File: config.mk
export PLATFORM = sky130hd
export DESIGN_NAME = lsqzi_ctrl
export DESIGN_NICKNAME = d
export VERILOG_FILES = /design/src/design/lsqzi_pkg.sv /design/src/design/lsqzi_ctrl.sv
export SDC_FILE = /design/constraint.sdc
export NUM_CORES = 1
export LEC_CHECK = 0
export ABC_CLOCK_PERIOD_IN_PS = 2200
export BUFFER_PORTS_ARGS = -buffer_cell sky130_fd_sc_hd__buf_2
export CAP_MARGIN = 25
export CORE_MARGIN = 4
export CORE_UTILIZATION = 39
export DETAILED_ROUTE_END_ITERATION = 7
export PLACE_DENSITY = 0.73
export REMOVE_ABC_BUFFERS = 1
export SLEW_MARGIN = 20
export SYNTH_ARGS = -nofsm -noshare
export SYNTH_HDL_FRONTEND = slang
export SYNTH_SLANG_ARGS = --single-unit
File: constraint.sdc
create_clock -name clk_i -period 2.2 [get_ports clk_i]
set_input_delay 0.66 -clock clk_i [delete_from_list [all_inputs] [get_ports clk_i]]
set_output_delay 0.66 -clock clk_i [all_outputs]
set_load 0.01 [all_outputs]
File: src/design/lsqzi_pkg.sv
// ----------------------------------------------------------------------------
// Least-squares zero-intercept fit: shared package
// Default sizes, code names and the command/status bundles that run between
// the controller and the datapath.
// ----------------------------------------------------------------------------
package lsqzi_pkg;

  localparam int unsigned MaxPointsDef = 64;
  localparam int unsigned AdcBitsDef   = 24;
  localparam int unsigned DacBitsDef   = 20;

  // range_select codes
  localparam logic [1:0] RANGE_ALL    = 2'd0;
  localparam logic [1:0] RANGE_FIRST  = 2'd1;
  localparam logic [1:0] RANGE_SECOND = 2'd2;

  // fit_status codes
  localparam logic [1:0] FIT_OK       = 2'd0;
  localparam logic [1:0] FIT_FEW      = 2'd1;
  localparam logic [1:0] FIT_ZERO_DEN = 2'd2;

  // products worked by the shared serial multiplier, in issue order
  typedef enum logic [1:0] {
    OP_N_SX2   = 2'd0,  // acc  = n  * sx2
    OP_SX_SX   = 2'd1,  // acc -= sx * sx   (denominator)
    OP_SY_SX2  = 2'd2,  // acc  = sy * sx2
    OP_SX_SXY  = 2'd3   // acc -= sx * sxy  (numerator)
  } mul_op_e;

  typedef struct packed {
    logic    fit_init;
    logic    rd_en;
    logic    mul_start;
    mul_op_e mul_op;
    logic    div_start;
    logic    res_load;
  } cmd_t;

  typedef struct packed {
    logic walk_done;
    logic pipe_busy;
    logic mul_busy;
    logic div_busy;
    logic out_valid;
  } sts_t;

endpackage

File: src/design/lsqzi_ctrl.sv
// ----------------------------------------------------------------------------
// Least-squares zero-intercept fit: controller
// Sequences the store walk, the four serial products and the division.
// ----------------------------------------------------------------------------
module lsqzi_ctrl (
  input  logic              clk_i,
  input  logic              rst_ni,
  input  logic              in_valid_i,
  input  logic              last_point_i,
  output logic              in_stall_o,
  input  lsqzi_pkg::sts_t   sts_i,
  output lsqzi_pkg::cmd_t   cmd_o
);
  import lsqzi_pkg::*;

  typedef enum logic [6:0] {
    S_IDLE     = 7'b0000001,
    S_WALK     = 7'b0000010,
    S_DRAIN    = 7'b0000100,
    S_MUL_GO   = 7'b0001000,
    S_MUL_WAIT = 7'b0010000,
    S_DIV_GO   = 7'b0100000,
    S_DIV_WAIT = 7'b1000000
  } state_e;

  state_e  state_q, state_d;
  mul_op_e op_q, op_d;
  logic    accept;

  // Hold the input while fitting, and hold a last item while a result waits
  assign in_stall_o = (state_q != S_IDLE) || (sts_i.out_valid && last_point_i);
  assign accept     = in_valid_i && !in_stall_o;

  always_comb begin
    state_d = state_q;
    op_d    = op_q;
    cmd_o   = '0;
    unique case (state_q)
      S_IDLE: begin
        if (accept && last_point_i) begin
          cmd_o.fit_init = 1'b1;
          state_d        = S_WALK;
        end
      end
      S_WALK: begin
        if (sts_i.walk_done) begin
          state_d = S_DRAIN;
        end else begin
          cmd_o.rd_en = 1'b1;
        end
      end
      S_DRAIN: begin
        if (!sts_i.pipe_busy) begin
          op_d    = OP_N_SX2;
          state_d = S_MUL_GO;
        end
      end
      S_MUL_GO: begin
        cmd_o.mul_start = 1'b1;
        cmd_o.mul_op    = op_q;
        state_d         = S_MUL_WAIT;
      end
      S_MUL_WAIT: begin
        if (!sts_i.mul_busy) begin
          if (op_q == OP_SX_SXY) begin
            state_d = S_DIV_GO;
          end else begin
            op_d    = mul_op_e'(op_q + 2'd1);
            state_d = S_MUL_GO;
          end
        end
      end
      S_DIV_GO: begin
        cmd_o.div_start = 1'b1;
        state_d         = S_DIV_WAIT;
      end
      S_DIV_WAIT: begin
        if (!sts_i.div_busy) begin
          cmd_o.res_load = 1'b1;
          state_d        = S_IDLE;
        end
      end
      default: state_d = S_IDLE;
    endcase
  end

  always_ff @(posedge clk_i or negedge rst_ni) begin
    if (!rst_ni) begin
      state_q <= S_IDLE;
      op_q    <= OP_N_SX2;
    end else begin
      state_q <= state_d;
      op_q    <= op_d;
    end
  end

endmodule

==> run metrics, run 1 <==
status=finished with violations; failing checks=setup timing; Worst setup EP type=output port; worst-path cell chain=or4_4 > buf_4 > buf_6 > nor4_4 > buf_2; Setup violations, final=7; Crit-path slowest cell=or4_4; n_diodes=0; area of the mapped netlist=~670 sq um; chip width=49.4 microns; GP Congestion=0.891; Worst Skew=between 0.001 and 0.0015 ns; largest net degree at the start of global routing=10; row cnt=14; max incr delay on CP=between 0.5 and 0.6 ns; top-count cell post-synth=dfrtp_1; Worst-path clk slew=~0.07 ns; YS warnings=0; first-pass GRT wire length=~3.3 mm; routed via count=roughly 730; CP startpoint kind=flop; EDFF count, synth=0; Seq pwr share=0.239; grt total ovfl=0; unrepaired setup endpoints after global routing=yes; vias in the first global route=slightly above 700; maximum clock insertion buffer count=2; Yosys top cell area share=0.299; leak pwr=between 0.0004 and 0.0005 uW; final design utilization=0.632; DP HPWL=1.40 mm; core area=between 1500 and 2000 sq um; Synth cell types=38; slew margin rel.=0.696; leading area contributor after synthesis=dfrtp_1; CP Max Fanout=4; hold_buf cts=0; Reg2Reg Depth=6; synth cell count leaders=dfrtp_1, inv_1, nand2_1, nor2_1, o21ai_0; sum of negative setup slack=-1.92 ns; DRT Wirelength=1.91 mm; f_max=0.397 GHz; Period minus WS final=2.52 ns; synthesized area per cell=around 8.7 sq um; Setup WS post-layout=-0.320 ns; Syn Inst Count=77; switching power=345 uW; Yosys reg bits=9; post-synthesis async set-or-reset flop share=1.00; Slew Limit Fails=0; Slew @ Worst Pin=0.453 ns; I/O pin count=17; reg2reg start=state_q[4]$_DFFE_PN0P_; FF/Latch Area=226 sq um; Die Y=approximately 49 microns; H-tree levels=1; Power, Total=934 uW; CTS Buf Count=3; vias per cell=~5.6; top post-synthesis cells by area=dfrtp_1, dfstp_2, o21ai_0; Min-Delay Path Class=in -> async; most used flip-flop cell after synthesis=dfrtp_1; nets@finish=~130; crit path DAT=1.86 ns; GRT Total Usage=0.176; total die area=approximately 2400 sq um; Hold Vio Cnt, Final=0; P&R area growth vs syn=47.3%; WL/cell=between 10 and 15 microns; DRT Pass-1 Iters=4; worst reg-to-reg setup slack=0.16 ns; antenna violations before repair=0; share of layout cells above drive strength 1=0.465; Routed Antenna Nets=0; Cell Pwr Density=roughly 950 nW/um^2; DRC viols=0; sw frac=0.370; maxcap violations=0; CTS sink cnt=9; Clock Power Share=0.144; filler cell count=128; sequential area share after synthesis=0.338; critical path type=reg -> out; worst-case vdd ir drop=612 uV; worst path required time=approximately 1.5 ns; CTS tree=yes; initial DRC count=26; CTS root buffer=clkbuf_4; Int Pwr=a little under 600 uW; initial core utilization=0.429; combinational share of power=0.617; Port-buffer cells=16; worst hold margin=0.226 ns; area of the multi-input gates=442 sq um; crit share post-route=1.15; Skew-Pair Late Insertion Delay=0.27 ns; r2r endpoint=state_q[2]$_DFFE_PN0P_
critical path, delay by kind of cell (launching register included):
| family | cells | cell delay, ns |
|---|---|---|
| simple gates | 2 | 0.73 |
| buf+inv | 3 | 0.44 |
| flops | 1 | 0.42 |
power by group through the flow:
stage	Clock (uW)	Combinational [uW]	Sequential, uW
4_1_cts	141	516	219
3_3_place_gp	0	452	223
5_1_grt	148	625	227
6_report	135	576	223
2_1_floorplan	0	242	242
3_5_place_dp	0	461	225
per-layer routing:
layer	global-route usage	wire (microns)
met1	0.221	823
met2	0.283	961
met3	0.0673	109
met4	0.0415	16
met5	0	0
sequential cells by signal, indices dropped and copies added (netlist names):
register and count:
op_q 2, state_q 7
how the worst max path moves through the flow:
stage,startpoint,endpoint,cells after the start
floorplan,state_q[4]$_DFFE_PN0P_,cmd_o[6],4
global placement,state_q[0]$_DFFE_PN1P_,cmd_o[6],5
detailed placement,state_q[0]$_DFFE_PN1P_,cmd_o[6],5
CTS,state_q[4]$_DFFE_PN0P_,cmd_o[2],5
global route,state_q[4]$_DFFE_PN0P_,cmd_o[6],5
finish,state_q[4]$_DFFE_PN0P_,cmd_o[5],5
what timing repair did:
action | in CTS | in global routing
gates resized for setup | 8 | 4
buffers inserted | 1 | 3
pin swaps | 4 | 4
gates cloned | 0 | 0
setup endpoints to repair | 8 | 8
cells by family (layout without fill, tap and decap cells):
group,after synthesis,after routing,share of synthesized area
and+or+nand+nor,39,39,0.361
AOI/OAI and AO/OA,16,16,0.178
DFF,9,9,0.338
buffers and inverters,9,46,0.0636
xor gates and xnor gates,2,2,0.0262
adders and majority gates,1,1,0.0187
muxes,1,1,0.0150
area by class of cell:
type,count,share of cell area
repair buffers,37,0.255
flip-flops and latches,9,0.230
well taps,16,0.0203
clock inverters,1,0.00508
inverters,5,0.0190
multi-input cells,59,0.448
clock buffers,3,0.0228
metrics by stage:
step | worst slack [ns] | cell area (sq um) | instances
2_1_floorplan | -0.149 | 646 | 73
3_3_place_gp | -0.0540 | 873 | 122
3_5_place_dp | -0.0534 | 873 | 122
4_1_cts | -0.345 | 943 | 127
5_1_grt | -0.443 | 986 | 130
6_report | -0.320 | 986 | 130
placed cells by master (no fill, tap or decap), drive strengths merged, types with 3 or more instances in the layout:
master / synthesis / layout
clkbuf: 2 / 3
or4: 3 / 3
nor3: 5 / 5
nand2: 5 / 5
buf: 2 / 37
nor2: 5 / 5
dfrtp: 8 / 8
inv: 5 / 5
o21ai: 5 / 5
(Power assumes the default switching activity.)
==> run 2, diff against run 1 <==
--- a/config.mk
+++ b/config.mk
@@ -9,9 +9,9 @@
 export BUFFER_PORTS_ARGS = -buffer_cell sky130_fd_sc_hd__buf_2
 export CAP_MARGIN = 25
 export CORE_MARGIN = 4
-export CORE_UTILIZATION = 39
+export CORE_UTILIZATION = 45
 export DETAILED_ROUTE_END_ITERATION = 7
-export PLACE_DENSITY = 0.73
+export PLACE_DENSITY = 0.81
 export REMOVE_ABC_BUFFERS = 1
 export SLEW_MARGIN = 20
 export SYNTH_ARGS = -nofsm -noshare
==> run metrics, run 2 (synthesis gave the netlist of run 1 again) <==
initial core utilization=0.496 (was 0.429); slew margin rel.=0.724 (was 0.696); first-pass GRT wire length=2.76 mm (was 3.27 mm); hold_buf cts=0 (unchanged); Port-buffer cells=16 (unchanged); unrepaired setup endpoints after global routing=yes (unchanged); share of layout cells above drive strength 1=0.413 (was 0.465); CTS sink cnt=9 (unchanged); n_diodes=0 (unchanged); GRT Total Usage=0.187 (was 0.176); status=finished with violations (unchanged); Setup WS post-layout=-0.284 ns (was -0.320 ns); H-tree levels=1 (unchanged); Setup violations, final=7 (unchanged); Slew @ Worst Pin=0.412 ns (was 0.453 ns); Worst Skew=0.00796 ns (was 0.00109 ns); WL/cell=14.0 microns (was 14.7 microns); switching power=314 uW (was 345 uW); P&R area growth vs syn=37.8% (was 47.3%); Largest regs=state_q: 7 flops, op_q: 2 flops (unchanged); DP HPWL=1.33 mm (was 1.40 mm); Hold Vio Cnt, Final=0 (unchanged); non-filler cells, final=124 (was 130); max reg flops=7 (unchanged); CTS tree=yes (unchanged); f_max=0.403 GHz (was 0.397 GHz); Clock Power Share=0.144 (about the same); initial DRC count=24 (was 26); DRT Wirelength=1.74 mm (was 1.91 mm); filler cell count=98 (was 128); Int Pwr=559 uW (was 589 uW); vias in the first global route=641 (was 706); nets@finish=120 (was 125); CP Max Fanout=2 (was 4); maximum clock insertion buffer count=2 (unchanged); area of the multi-input gates=428 sq um (was 442 sq um); chip width=46.6 microns (was 49.4 microns); placed insts=118 (was 122); leak pwr=0.000461 uW (was 0.000493 uW); CTS Buf Count=3 (unchanged); crit path DAT=1.82 ns (was 1.86 ns); failing checks=setup timing (unchanged); CTS root buffer=clkbuf_4 (unchanged); maxcap violations=0 (unchanged); Slew Limit Fails=0 (unchanged); critical path type=reg -> out (unchanged); final design utilization=0.683 (was 0.632); FF/Latch Area=226 sq um (unchanged); sw frac=0.360 (was 0.370); Die Y=46.6 microns (was 49.4 microns); Min-Delay Path Class=in -> async (unchanged); Largest Register=state_q (unchanged); I/O pin count=17 (unchanged); combinational share of power=0.601 (was 0.617); design area=922 sq um (was 986 sq um); row cnt=13 (was 14); vias per cell=5.78 (was 5.65); largest net degree at the start of global routing=13 (was 10); total die area=2170 sq um (was 2440 sq um); grt total ovfl=0 (unchanged); antenna violations before repair=0 (unchanged); worst-case vdd ir drop=644 uV (was 612 uV); DRC viols=0 (unchanged); DRT Pass-1 Iters=5 (was 4); crit share post-route=1.13 (was 1.15); core area=1350 sq um (was 1560 sq um); worst path required time=1.54 ns (about the same); Seq pwr share=0.255 (was 0.239); GP Congestion=0.864 (was 0.891); Skew-Pair Late Insertion Delay=0.26 ns (was 0.27 ns); Worst-path clk slew=0.06 ns (was 0.07 ns); Routed Antenna Nets=0 (unchanged); Placed Instance Area=850 sq um (was 873 sq um); Cell Pwr Density=947 nW/um^2 (about the same); Period minus WS final=2.48 ns (was 2.52 ns); most common cell after layout, fill and taps aside=buf_2 (was buf_4); routed via count=717 (was 734); CP startpoint kind=flop (unchanged); Worst setup EP type=output port (unchanged); worst hold margin=0.235 ns (was 0.226 ns); most frequent cells in the layout=buf_2, buf_4, dfrtp_1 (was buf_4, buf_2, dfrtp_1)
run 2: cell type report:
type | instances | area share
Multi-Input combinational cell | 59 | 0.464
Sequential cell | 9 | 0.246
Timing Repair Buffer | 32 | 0.221
Clock buffer | 4 | 0.0285
Inverter | 5 | 0.0204
Tap cell | 15 | 0.0204
run 2: through the flow:
stage	worst slack, ns	total power (uW)	TNS (ns)
2_1_floorplan	-0.149	484	-0.324
3_3_place_gp	-0.0201	661	-0.0575
3_5_place_dp	-0.0442	679	-0.126
4_1_cts	-0.278	872	-1.50
5_1_grt	-0.330	938	-1.92
6_report	-0.284	873	-1.42
run 2: per-layer routing:
layer / vias to the layer above / wire length (microns) / GRT usage
met4: 0 / 38 / 0.0739
li1: 348 / - / -
met1: 325 / 723 / 0.232
met5: - / 0 / 0
met2: 38 / 819 / 0.288
met3: 6 / 155 / 0.0703
run 2: final timing paths:
kind | from | end | slack, ns | cells after the start
max | state_q[5]$_DFFE_PN0P_ | cmd_o[6] | -0.28 | 5
min | rst_ni | state_q[4]$_DFFE_PN0P_ | 0.24 | 1
max reg2reg | state_q[6]$_DFFE_PN0P_ | state_q[2]$_DFFE_PN0P_ | 0.26 | 5
min reg2reg | op_q[0]$_DFFE_PN0P_ | op_q[0]$_DFFE_PN0P_ | 0.52 | 1
max in group asynchronous | rst_ni | state_q[0]$_DFFE_PN1P_ | 1.71 | 1
min in group clk_i | op_q[0]$_DFFE_PN0P_ | op_q[0]$_DFFE_PN0P_ | 0.52 | 1
run 2: repair_timing:
| item | in CTS | in global routing |
|---|---|---|
| endpoints found under the setup margin | 7 | 7 |
| resized for setup | 6 | 1 |
| buffers inserted | 2 | 0 |
| pin swaps | 3 | 1 |
run 2: power groups by stage:
stage / clock [uW] / sequential [uW] / combinational (uW)
after floorplan: 0 / 242 / 242
after global placement: 0 / 220 / 441
after detailed placement: 0 / 223 / 456
after CTS: 133 / 220 / 518
after global routing: 140 / 226 / 573
final: 126 / 222 / 525
run 2: critical path: stages (launching register included):
cell     delay (ns)
dfrtp_1        0.41
or4_4          0.53
or2_1          0.25
a21o_1         0.16
nor2_1         0.07
buf_2          0.13
